<file path="config.mk">
export PLATFORM = sky130hd
export DESIGN_NAME = json_string_unescape_utf8
export DESIGN_NICKNAME = d
export VERILOG_FILES = /design/src/hdl/jsu_pkg.sv /design/src/hdl/jsu_decode.sv /design/src/hdl/jsu_emit.sv /design/src/hdl/json_string_unescape_utf8.sv
export SDC_FILE = /design/constraint.sdc
export NUM_CORES = 1
export LEC_CHECK = 0
export ABC_AREA = 1
export ABC_CLOCK_PERIOD_IN_PS = 10900
export BUFFER_PORTS_ARGS = -buffer_cell sky130_fd_sc_hd__buf_2
export CAP_MARGIN = 20
export CORE_ASPECT_RATIO = 1.2
export CORE_UTILIZATION = 40
export DETAILED_ROUTE_END_ITERATION = 8
export MAX_ROUTING_LAYER = met4
export PLACE_DENSITY = 0.56
export SYNTH_ARGS = -nofsm -noshare
export SYNTH_HDL_FRONTEND = slang
export SYNTH_HIERARCHICAL = 1
export SYNTH_SLANG_ARGS = --single-unit
</file>
<file path="constraint.sdc">
create_clock -name clk -period 10.9 [get_ports clk]
set_input_delay 0.545 -clock clk [delete_from_list [all_inputs] [get_ports clk]]
set_output_delay 0.545 -clock clk [all_outputs]
set_load 0.05 [all_outputs]
</file>
<file path="src/hdl/jsu_pkg.sv">
// ----------------------------------------------------------------------------
// jsu_pkg: shared types and constants for the JSON string unescaper
// Payload structs, decode modes, error codes and the UTF-8 run encoder.
// ----------------------------------------------------------------------------
package jsu_pkg;

	typedef struct packed {
		logic [7:0] in_byte;
		logic       end_mark;
	} in_item_t;

	typedef enum logic [2:0] {
		ERR_NONE           = 3'd0,
		ERR_BAD_HEX        = 3'd1,
		ERR_MISSING_LOW    = 3'd2,
		ERR_BAD_LOW        = 3'd3,
		ERR_UNEXPECTED_LOW = 3'd4
	} err_code_t;

	typedef struct packed {
		logic [7:0] out_byte;
		logic       byte_valid;
		logic       run_last;
		logic       string_end;
		err_code_t  error_code;
	} out_item_t;

	// One input beat's worth of results: up to four bytes, or a single end/error result
	typedef struct packed {
		logic            has;
		logic            is_end;
		err_code_t       code;
		logic [1:0]      last;
		logic [3:0][7:0] bytes;
	} run_t;

	typedef enum logic [5:0] {
		M_PLAIN    = 6'b000001,
		M_ESC      = 6'b000010,
		M_HEX      = 6'b000100,
		M_HIGH     = 6'b001000,
		M_HIGH_BAD = 6'b010000,
		M_SKIP     = 6'b100000
	} mode_t;

	localparam logic [7:0]  CHAR_BACKSLASH = 8'h5C;
	localparam logic [7:0]  CHAR_U         = 8'h75;
	localparam logic [15:0] HIGH_FIRST     = 16'hD800;
	localparam logic [15:0] HIGH_LAST      = 16'hDBFF;
	localparam logic [15:0] LOW_FIRST      = 16'hDC00;
	localparam logic [15:0] LOW_LAST       = 16'hDFFF;
	localparam logic [20:0] SUPP_BASE      = 21'h10000;
	localparam logic [7:0]  UTF8_CONT      = 8'h80;
	localparam logic [7:0]  UTF8_LEAD2     = 8'hC0;
	localparam logic [7:0]  UTF8_LEAD3     = 8'hE0;
	localparam logic [7:0]  UTF8_LEAD4     = 8'hF0;

	// {ok, nibble}
	function automatic logic [4:0] hex_digit(input logic [7:0] c);
		logic [4:0] r;
		r = '0;
		if (c >= 8'h30 && c <= 8'h39) begin
			r = {1'b1, c[3:0]};
		end else if ((c >= 8'h61 && c <= 8'h66) || (c >= 8'h41 && c <= 8'h46)) begin
			r = {1'b1, c[3:0] + 4'd9};
		end
		return r;
	endfunction

	function automatic logic [7:0] simple_escape(input logic [7:0] c);
		logic [7:0] r;
		unique case (c)
			8'h62:   r = 8'h08;
			8'h66:   r = 8'h0C;
			8'h6E:   r = 8'h0A;
			8'h72:   r = 8'h0D;
			8'h74:   r = 8'h09;
			default: r = c;
		endcase
		return r;
	endfunction

	function automatic run_t byte_run(input logic [7:0] b);
		run_t r;
		r = '0;
		r.has = 1'b1;
		r.code = ERR_NONE;
		r.bytes[0] = b;
		return r;
	endfunction

	function automatic run_t end_run(input err_code_t code);
		run_t r;
		r = '0;
		r.has = 1'b1;
		r.is_end = 1'b1;
		r.code = code;
		return r;
	endfunction

	function automatic run_t utf8_run(input logic [20:0] cp);
		run_t r;
		r = '0;
		r.has = 1'b1;
		r.code = ERR_NONE;
		if (cp <= 21'h00007F) begin
			r.last = 2'd0;
			r.bytes[0] = cp[7:0];
		end else if (cp <= 21'h0007FF) begin
			r.last = 2'd1;
			r.bytes[0] = UTF8_LEAD2 | {3'b000, cp[10:6]};
			r.bytes[1] = UTF8_CONT | {2'b00, cp[5:0]};
		end else if (cp <= 21'h00FFFF) begin
			r.last = 2'd2;
			r.bytes[0] = UTF8_LEAD3 | {4'b0000, cp[15:12]};
			r.bytes[1] = UTF8_CONT | {2'b00, cp[11:6]};
			r.bytes[2] = UTF8_CONT | {2'b00, cp[5:0]};
		end else begin
			r.last = 2'd3;
			r.bytes[0] = UTF8_LEAD4 | {5'b00000, cp[20:18]};
			r.bytes[1] = UTF8_CONT | {2'b00, cp[17:12]};
			r.bytes[2] = UTF8_CONT | {2'b00, cp[11:6]};
			r.bytes[3] = UTF8_CONT | {2'b00, cp[5:0]};
		end
		return r;
	endfunction

endpackage

</file>
<file path="src/hdl/jsu_decode.sv">
// ----------------------------------------------------------------------------
// jsu_decode: escape decoder
// Holds the decode state and turns one registered input beat into a run.
// ----------------------------------------------------------------------------
module jsu_decode (
	input  logic              clk,
	input  logic              arst_n,
	input  jsu_pkg::in_item_t item,
	input  logic              advance,
	output jsu_pkg::run_t     run
);

	jsu_pkg::mode_t mode_q, mode_d;
	logic [1:0]     count_q, count_d;
	logic [2:0]     bah_q, bah_d;
	logic [15:0]    acc_q, acc_d;
	logic [9:0]     high_q, high_d;

	logic [4:0]  hex;
	logic [15:0] acc_sh;
	logic [20:0] supp_cp;
	logic        low_bad;

	assign hex     = jsu_pkg::hex_digit(item.in_byte);
	assign acc_sh  = {acc_q[11:0], hex[3:0]};
	assign supp_cp = jsu_pkg::SUPP_BASE + {1'b0, high_q, acc_sh[9:0]};
	assign low_bad = (acc_sh < jsu_pkg::LOW_FIRST) || (acc_sh > jsu_pkg::LOW_LAST);

	always_comb begin
		mode_d  = mode_q;
		count_d = count_q;
		bah_d   = bah_q;
		acc_d   = acc_q;
		high_d  = high_q;
		run     = '0;
		if (item.end_mark) begin
			mode_d  = jsu_pkg::M_PLAIN;
			count_d = '0;
			bah_d   = '0;
			unique case (mode_q)
				jsu_pkg::M_SKIP:     run = '0;
				jsu_pkg::M_HEX:      run = jsu_pkg::end_run(jsu_pkg::ERR_BAD_HEX);
				jsu_pkg::M_HIGH,
				jsu_pkg::M_HIGH_BAD: run = jsu_pkg::end_run((bah_q >= 3'd5) ?
					jsu_pkg::ERR_BAD_HEX : jsu_pkg::ERR_MISSING_LOW);
				default:             run = jsu_pkg::end_run(jsu_pkg::ERR_NONE);
			endcase
		end else begin
			unique case (mode_q)
				jsu_pkg::M_ESC: begin
					if (item.in_byte == jsu_pkg::CHAR_U) begin
						mode_d  = jsu_pkg::M_HEX;
						count_d = '0;
						acc_d   = '0;
					end else begin
						mode_d = jsu_pkg::M_PLAIN;
						run    = jsu_pkg::byte_run(jsu_pkg::simple_escape(item.in_byte));
					end
				end
				jsu_pkg::M_HEX: begin
					if (!hex[4]) begin
						mode_d = jsu_pkg::M_SKIP;
						run    = jsu_pkg::end_run(jsu_pkg::ERR_BAD_HEX);
					end else begin
						acc_d   = acc_sh;
						count_d = count_q + 2'd1;
						if (count_q == 2'd3) begin
							count_d = '0;
							bah_d   = '0;
							if (acc_sh >= jsu_pkg::HIGH_FIRST && acc_sh <= jsu_pkg::HIGH_LAST) begin
								high_d = acc_sh[9:0];
								mode_d = jsu_pkg::M_HIGH;
							end else if (!low_bad) begin
								mode_d = jsu_pkg::M_SKIP;
								run    = jsu_pkg::end_run(jsu_pkg::ERR_UNEXPECTED_LOW);
							end else begin
								mode_d = jsu_pkg::M_PLAIN;
								run    = jsu_pkg::utf8_run({5'd0, acc_sh});
							end
						end
					end
				end
				jsu_pkg::M_HIGH,
				jsu_pkg::M_HIGH_BAD: begin
					if (bah_q == 3'd0) begin
						if (item.in_byte != jsu_pkg::CHAR_BACKSLASH) begin
							mode_d = jsu_pkg::M_SKIP;
							run    = jsu_pkg::end_run(jsu_pkg::ERR_MISSING_LOW);
						end else begin
							bah_d = 3'd1;
						end
					end else if (bah_q == 3'd1) begin
						if (item.in_byte != jsu_pkg::CHAR_U) begin
							mode_d = jsu_pkg::M_SKIP;
							run    = jsu_pkg::end_run(jsu_pkg::ERR_MISSING_LOW);
						end else begin
							bah_d = 3'd2;
							acc_d = '0;
						end
					end else begin
						// a bad low digit is only reported once all four have arrived
						if (hex[4]) begin
							acc_d = acc_sh;
						end else begin
							mode_d = jsu_pkg::M_HIGH_BAD;
						end
						bah_d = bah_q + 3'd1;
						if (bah_q == 3'd5) begin
							bah_d  = '0;
							mode_d = jsu_pkg::M_SKIP;
							if (mode_q == jsu_pkg::M_HIGH_BAD || !hex[4]) begin
								run = jsu_pkg::end_run(jsu_pkg::ERR_BAD_HEX);
							end else if (low_bad) begin
								run = jsu_pkg::end_run(jsu_pkg::ERR_BAD_LOW);
							end else begin
								mode_d = jsu_pkg::M_PLAIN;
								run    = jsu_pkg::utf8_run(supp_cp);
							end
						end
					end
				end
				jsu_pkg::M_SKIP: begin
					run = '0;
				end
				default: begin
					mode_d = jsu_pkg::M_PLAIN;
					if (item.in_byte == jsu_pkg::CHAR_BACKSLASH) begin
						mode_d = jsu_pkg::M_ESC;
					end else begin
						run = jsu_pkg::byte_run(item.in_byte);
					end
				end
			endcase
		end
	end

	always_ff @(posedge clk or negedge arst_n) begin
		if (!arst_n) begin
			mode_q  <= jsu_pkg::M_PLAIN;
			count_q <= '0;
			bah_q   <= '0;
		end else if (advance) begin
			mode_q  <= mode_d;
			count_q <= count_d;
			bah_q   <= bah_d;
		end
	end

	always_ff @(posedge clk) begin
		if (advance) begin
			acc_q  <= acc_d;
			high_q <= high_d;
		end
	end

	a_skip_silent: assert property (@(posedge clk) disable iff (!arst_n)
		mode_q == jsu_pkg::M_SKIP |-> !run.has)
		else $error("result produced while skipping a faulty string");

	a_bah_range: assert property (@(posedge clk) disable iff (!arst_n)
		bah_q <= 3'd5)
		else $error("low surrogate byte count out of range");

	a_end_clears: assert property (@(posedge clk) disable iff (!arst_n)
		advance && item.end_mark |=> mode_q == jsu_pkg::M_PLAIN && bah_q == 3'd0)
		else $error("end marker did not return decoder to plain text");

endmodule

</file>
<file path="src/hdl/jsu_emit.sv">
// ----------------------------------------------------------------------------
// jsu_emit: result run register
// Holds one decoded run and hands it out one result per beat.
// ----------------------------------------------------------------------------
module jsu_emit (
	input  logic               clk,
	input  logic               arst_n,
	input  jsu_pkg::run_t      run,
	input  logic               load,
	output logic               free,
	output logic               out_valid,
	input  logic               out_ready,
	output jsu_pkg::out_item_t out_data
);

	logic          valid_s2;
	jsu_pkg::run_t run_s2;
	logic [1:0]    idx_q;
	logic          at_last;

	assign at_last   = (idx_q == run_s2.last);
	assign free      = !valid_s2 || (out_ready && at_last);
	assign out_valid = valid_s2;

	always_comb begin
		out_data            = '0;
		out_data.byte_valid = !run_s2.is_end;
		out_data.out_byte   = run_s2.is_end ? 8'h00 : run_s2.bytes[idx_q];
		out_data.run_last   = at_last;
		out_data.string_end = run_s2.is_end;
		out_data.error_code = run_s2.code;
	end

	always_ff @(posedge clk or negedge arst_n) begin
		if (!arst_n) begin
			valid_s2 <= 1'b0;
			idx_q    <= '0;
		end else if (load) begin
			valid_s2 <= 1'b1;
			idx_q    <= '0;
		end else if (valid_s2 && out_ready) begin
			// advance within the run, drop it after its last beat
			if (at_last) begin
				valid_s2 <= 1'b0;
			end else begin
				idx_q <= idx_q + 2'd1;
			end
		end
	end

	always_ff @(posedge clk) begin
		if (load) begin
			run_s2 <= run;
		end
	end

	a_load_when_free: assert property (@(posedge clk) disable iff (!arst_n)
		load |-> free)
		else $error("run loaded over one still being sent");

	a_idx_in_run: assert property (@(posedge clk) disable iff (!arst_n)
		valid_s2 |-> idx_q <= run_s2.last)
		else $error("beat index past end of run");

	a_end_single: assert property (@(posedge clk) disable iff (!arst_n)
		valid_s2 && run_s2.is_end |-> idx_q == 2'd0 && at_last)
		else $error("end or error result not a single-beat run");

endmodule

</file>
<file path="src/hdl/json_string_unescape_utf8.sv">
// ----------------------------------------------------------------------------
// json_string_unescape_utf8: JSON string unescaper with UTF-8 output
// Decodes escapes and \u sequences (with surrogate pairs) of one string.
// ----------------------------------------------------------------------------
//  channel | dir | payload                 | handshake
//  --------+-----+-------------------------+-----------------------
//  in      | in  | jsu_pkg::in_item_t      | in_valid / in_ready
//  out     | out | jsu_pkg::out_item_t     | out_valid / out_ready
//
// One input beat per cycle unless the input side is held; a beat yielding results
// (up to four) waits in the input register until the single result run register is free.
// An accepted beat passes the input register, then the result run register, before its first result.
// Beats that yield no result pass through the input register without waiting
// on the output side. Reset empties both registers and returns to plain text.
// ----------------------------------------------------------------------------
module json_string_unescape_utf8 (
	input  logic               clk,
	input  logic               arst_n,
	input  logic               in_valid,
	output logic               in_ready,
	input  jsu_pkg::in_item_t  in_data,
	output logic               out_valid,
	input  logic               out_ready,
	output jsu_pkg::out_item_t out_data
);

	logic              valid_s1;
	jsu_pkg::in_item_t item_s1;
	jsu_pkg::run_t     run;
	logic              free;
	logic              advance;

	assign advance  = valid_s1 && (!run.has || free);
	assign in_ready = !valid_s1 || advance;

	always_ff @(posedge clk or negedge arst_n) begin
		if (!arst_n) begin
			valid_s1 <= 1'b0;
		end else if (in_ready) begin
			valid_s1 <= in_valid;
		end
	end

	always_ff @(posedge clk) begin
		if (in_ready && in_valid) begin
			item_s1 <= in_data;
		end
	end

	jsu_decode u_decode (
		.clk     (clk),
		.arst_n  (arst_n),
		.item    (item_s1),
		.advance (advance),
		.run     (run)
	);

	jsu_emit u_emit (
		.clk       (clk),
		.arst_n    (arst_n),
		.run       (run),
		.load      (advance && run.has),
		.free      (free),
		.out_valid (out_valid),
		.out_ready (out_ready),
		.out_data  (out_data)
	);

endmodule
</file>
==> impl_metrics.csv, run 1 <==
group,metric,value,unit
critical_path,r2r_start,"u_decode/mode_q[0]",
status,status,"finished, violations left",
floorplanning,fp-row-count,47,
clock_tree,clk_latency,0.35,ns
clock_tree,root_buffer,"clkbuf_16",
grt,grt_pass1_vias,4958,
grt,grt_overflow,0,
critical_path,cpMostUsedCell,"inv_1",
route,wl_per_cell,18.6,um
pwr,totalPowerFinal,1.14,mW
grt,grt_pass1_wl,26900,um
route,drt_pass1_iterations,7,
status,violations,"design-rule violations",
grt,grt_util_all_layers,24.7,%
clock_tree,numCtsBuffers,9,
synth,synth.distinct_cells,53,
floorplanning,dieHeight,134,um
min_path,holdCritPathClass,"input pin to asynchronous set/reset pin",
sta,rsz0062_at_grt,"false",
synth,yosysWarnings,6,
layout,areaGrowthSynthToFinish,7.84,%
synth,ys_ff_latch,84,
clock_tree,htree_levels,3,
placement,dp_hpwl,13100,um
floorplanning,floorplan.initialDensity,41.4,%
critical_path,cp_max_fo,15,
layout,final_net_count,772,
sta,final.min_clock_period,3.92,ns
critical_path,cp-startpoint,"u_decode/mode_q[0]",
floorplanning,die_area,14900,um2
synth,netlist_top_cells_area,"edfxtp_1 36%, nand2_1 9.3%, nor2_1 6.8%",
layout,drive_gt1_share,13.6,%
pwr,power_density,183,nW/um2
synth,synth.avg_cell_area,7.84,um2
sta,period_share,36.0,%
clock_tree,cts.sinks,84,
critical_path,cp.arrival,3.97,ns
synth,synth-main-ff-cell,"edfxtp_1",
critical_path,crit_required,10.95,ns
sta,slew_headroom,36.3,%
sta,fmax,255,MHz
layout,n_fill_cell,1375,
sta,setup_tns,0,ns
layout,multiInputGateArea,2740,um2
layout,final_cell_mix,"143 x nand2_1, 105 x nor2_1, 87 x inv_1",
route,vias,5129,
grt,grt_max_degree,37,
sta,worst_pin_slew,0.956,ns
clock_tree,clk_pin_slew,0.06,ns
critical_path,cpMaxStageDelayCell,"dfstp_2",
synth,synth_top_area_cell,"edfxtp_1",
layout,final_common_cell,"nand2_1",
floorplanning,ioPinCount,29,
clock_tree,cts_resized,0,
synth,yosysSeqAreaShare,42.4,%
route,viasPerCell,5.53,
pwr,ir_worst_vdd,0.000118,V
synth,synth-edff-count,69,
critical_path,crit_path_start_kind,"flip-flop",
layout,fin_util,44.7,%
layout,diodes,0,
synth,synthArstFlopShare,17.9,%
sta,finalSetupViolCount,0,
clock_tree,clockBufferDepth,2,
sta,drv_slew,0,
placement,gp_congestion,0.955,
sta,hold_viol_final,0,
synth,synth_cells,737,
clock_tree,post_cts_buffers,0,
critical_path,setup.worst_path.end_class,"flip-flop",
critical_path,path_class,"flip-flop to flip-flop",
sta,skew,0.00750,ns
route,wirelength,17300,um
pwr,p_leak,2.56,nW
critical_path,max_stage_delay,0.53,ns
placement,place_ws,7.04,ns
clock_tree,holdBufCountCts,0,
synth,synth_top_area_share,35.9,%
layout,ff_latch_area,2450,um2
floorplanning,die_w,112,um
floorplanning,fp.coreArea,13900,um2
placement,port_buffers,28,
grt,antenna_found_initial,0,
route,drc,3,
synth,syn_area,5780,um2
sta,hold_ws,0.148,ns
clock_tree,cts_tree,"done",
sta,fin_ws,6.98,ns
route,drt_iter0_drc,358,
job,cap_violations,0,
critical_path,crit_chain,"nor2_1, inv_1, nor3_2, nand3_1, nand2_2, inv_1, nand3_2, nand2_1, clkinv_1, nand2_1, nand3_1, a21boi_0, inv_1, nor4_2, buf_4",
route,ant_nets,0,
-- registers in the layout (all words and copies together), names as in the netlist --
register          count
item_s1               9
u_decode/acc_q       12
u_decode/bah_q        3
u_decode/count_q      2
u_decode/high_q      10
u_decode/mode_q       6
u_emit/idx_q          2
u_emit/out_data       4
u_emit/out_valid      1
u_emit/run_s2        34
valid_s1              1
-- where the power goes --
part	switching, mW	leakage (nW)	internal [mW]
Sequential	0.0477	0.854	0.421
Clock	0.127	0.133	0.154
Combinational	0.292	1.57	0.0943
-- synth_stat cells, types with 3 or more instances --
cell      count
nor2_2        7
a21oi_1      37
nor3_1        9
inv_4         3
o21ai_0      40
nand3_2       5
nand3_1      50
clkbuf_1      8
dfrtp_1      14
clkinv_1      3
nand4_1      22
edfxtp_1     69
nand2_4       4
inv_2         7
nor4_1        5
xor2_1        3
inv_1        87
a211oi_1      8
nor2_4        7
o21ai_1      11
o211ai_1     20
nor2_1      105
nand3b_1      4
ha_1          7
nand2_1     143
nand2_2       9
buf_4         9
buf_2         4
o22ai_1       3
buf_6         4
-- stage by stage --
stage | cells | cell area [um2]
final | 928 | 6230
after global routing | 928 | 6230
after CTS | 928 | 6230
after detailed placement | 912 | 5960
after global placement | 912 | 5960
after floorplan | 739 | 5780
-- worst max-delay path: cells and delay by family, from the launching register on --
family | cells | cell delay, ns
AO/OA/AOI/OAI | 1 | 0.35
buffers and inverters | 5 | 1.12
flip-flops | 1 | 0.53
AND/OR/NAND/NOR | 9 | 1.61
-- metal layers --
layer | vias to the layer above | wire length (um) | global-route usage [%]
li1 | 2515 | - | -
met1 | 2413 | 7280 | 29.4
met2 | 163 | 8590 | 40.8
met3 | 38 | 758 | 3.59
met4 | 0 | 635 | 12.8
met5 | - | 0 | -
-- final timing paths --
check                                       to  slack [ns]  cells past startpoint
min in group clk                    item_s1[8]        0.37                      1
setup reg to reg             u_decode/acc_q[2]        6.98                     15
max in group asynchronous   u_decode/mode_q[0]       10.39                      1
hold / removal                 u_emit/idx_q[1]        0.15                      1
hold reg to reg            u_decode/count_q[1]        0.50                      2
setup / recovery             u_decode/acc_q[2]        6.98                     15
-- cell type report --
class	instances	share of cell area, %
clock buffers	10	3.68
inverters	101	6.29
clock inverters	6	0.643
multi-input cells	525	44.0
repair buffers	31	2.61
flip-flops and latches	84	39.3
well taps	171	3.44
-- cells by family (layout without fill, tap and decap cells) --
group,count (synthesis),after routing,share of synthesized area [%]
compound gates,133,133,13.7
xor+xnor,4,4,0.607
fa+ha+maj,7,7,1.52
buf+inv,130,148,10.4
flops,84,84,42.4
other cells,1,3,0.0649
simple gates,378,378,31.3
(Power assumes the default switching activity.)
==> run 2: changes to the inputs <==
Settings changed: ABC_CLOCK_PERIOD_IN_PS 10900 to 3550, PLACE_DENSITY 0.56 to 0.58.
Clock period 10.9 ns to 3.55 ns, I/O delays scaled along.
==> impl_metrics.csv, run 2 (synthesized netlist as in run 1, its figures left out) <==
group,metric,value,unit
route,wl_per_cell,17.6,um
sta,period_share,92.1,%
layout,regMostFlops,"u_emit/run_s2",
placement,place_inst,922,
placement,gp_congestion,0.935,
grt,grt_max_degree,32,
layout,diodes,0,
critical_path,reg2reg_setup_slack,0.28,ns
critical_path,cp_max_fo,16,
route,vias,5149,
critical_path,cp.arrival,3.32,ns
grt,grt_util_all_layers,24.5,%
layout,stdcell_area,6430,um2
sta,fmax,306,MHz
status,violations,"design-rule violations",
floorplanning,ioPinCount,29,
layout,multiInputGateArea,2740,um2
clock_tree,cts_tree,"done",
layout,largest_register_ffs,34,
layout,final_common_cell,"nand2_1",
layout,ff_latch_area,2450,um2
floorplanning,floorplan.initialDensity,41.4,%
sta,skew,0.0127,ns
floorplanning,fp-row-count,47,
min_path,holdCritPathClass,"input pin to flip-flop",
layout,stdcell_count,947,
layout,fin_util,46.1,%
clock_tree,clockBufferDepth,2,
grt,grt_pass1_wl,27000,um
layout,final_cell_mix,"143 x nand2_1, 105 x nor2_1, 87 x inv_1",
sta,rsz0062_at_grt,"false",
sta,worst_pin_slew,0.968,ns
floorplanning,fp.coreArea,13900,um2
pwr,totalPowerFinal,3.62,mW
clock_tree,clk_pin_slew,0.07,ns
critical_path,cpMaxStageDelayCell,"edfxtp_1",
route,drc,4,
grt,antenna_found_initial,0,
sta,setup_tns,0,ns
critical_path,cpMostUsedCell,"inv_1",
critical_path,crit_path_start_kind,"flip-flop",
job,cap_violations,0,
clock_tree,cts.sinks,84,
sta,drv_slew,0,
critical_path,crit_family,"simple AND/OR/NAND/NOR gates",
floorplanning,die_w,112,um
layout,reg_top3,"u_emit/run_s2 x34, u_decode/acc_q x12, u_decode/high_q x10",
layout,n_fill_cell,1381,
route,ant_nets,0,
critical_path,max_stage_delay,0.49,ns
grt,grt_pass1_vias,5098,
route,viasPerCell,5.44,
floorplanning,dieHeight,134,um
pwr,ir_worst_vdd,0.000297,V
pwr,p_leak,2.66,nW
route,drt_pass1_iterations,9,
placement,port_buffers,28,
clock_tree,root_buffer,"clkbuf_16",
clock_tree,numCtsBuffers,9,
grt,grt_overflow,0,
critical_path,path_class,"flip-flop to flip-flop",
placement,place_ws,0.250,ns
sta,hold_ws,0.0114,ns
pwr,power_density,562,nW/um2
critical_path,setup.worst_path.end_class,"flip-flop",
layout,final_net_count,791,
route,drt_iter0_drc,425,
sta,fin_ws,0.281,ns
placement,dpl_cell_area,6050,um2
clock_tree,clk_latency,0.35,ns
sta,finalSetupViolCount,0,
sta,final.min_clock_period,3.27,ns
placement,dp_hpwl,13000,um
critical_path,crit_required,3.60,ns
clock_tree,htree_levels,3,
sta,slew_headroom,35.5,%
critical_path,crit_chain,"inv_1, ha_1, inv_1, nand2_1, nand2_1, nand2_2, nand2_4, nand2_4, nor2_1, inv_1, o211ai_1, nand2_1, nand3_1, a21boi_1, buf_4, inv_1, nor4_2, buf_4",
critical_path,cp_num_buf_inv,6,
layout,drive_gt1_share,14.6,%
sta,hold_viol_final,0,
status,status,"finished, violations left",
floorplanning,die_area,14900,um2
layout,areaGrowthSynthToFinish,11.4,%
route,wirelength,16700,um
[run 2: changes by cell type in the layout (fill, tap and decap cells not counted), sizes merged]
cell and delta:
dlygate4sd3 +9, buf +10, bufinv +1, inv -1
[run 2: path summary, 6_finish.rpt]
check | cells after the start | end | from
worst max-delay path | 18 | u_decode/acc_q[8] | item_s1[1]
worst min-delay path | 1 | item_s1[8] | in_data[8]
worst max register to register | 18 | u_decode/acc_q[8] | item_s1[1]
worst min register to register | 2 | u_decode/count_q[1] | u_decode/count_q[1]
max in group asynchronous | 2 | u_decode/mode_q[0] | arst_n
min in group asynchronous | 2 | u_emit/out_valid | arst_n
[run 2: layer usage]
metal | share of wire [%] | up-vias | GRT usage [%] | routed length [um]
met5 | 0 | - | - | 0
met4 | 3.8 | 0 | 12.2 | 633
met3 | 4.0 | 42 | 3.64 | 667
met2 | 50 | 136 | 41.1 | 8330
met1 | 42 | 2414 | 28.6 | 7070
li1 | - | 2557 | - | -
[run 2: cell type report]
type / count / area share, %
multi-input combinational: 525 / 42.6
sequential: 84 / 38.1
inverter: 101 / 6.09
timing repair buffer: 50 / 5.29
clock buffer: 10 / 3.56
tap: 171 / 3.33
clock inverter: 6 / 1.01
[run 2: what timing repair did]
item                                    CTS  global route
endpoints found under the setup margin    0            14
hold buffers                              9             0
setup buffers                             0             0
endpoints found under the hold margin    22             0
gates resized for setup                   0             1
[run 2: power breakdown]
part           total (mW)  switching, mW  internal (mW)
clock               0.931          0.387          0.545
combinational        1.25          0.912          0.336
sequential           1.44          0.145           1.29
total                3.62           1.44           2.17
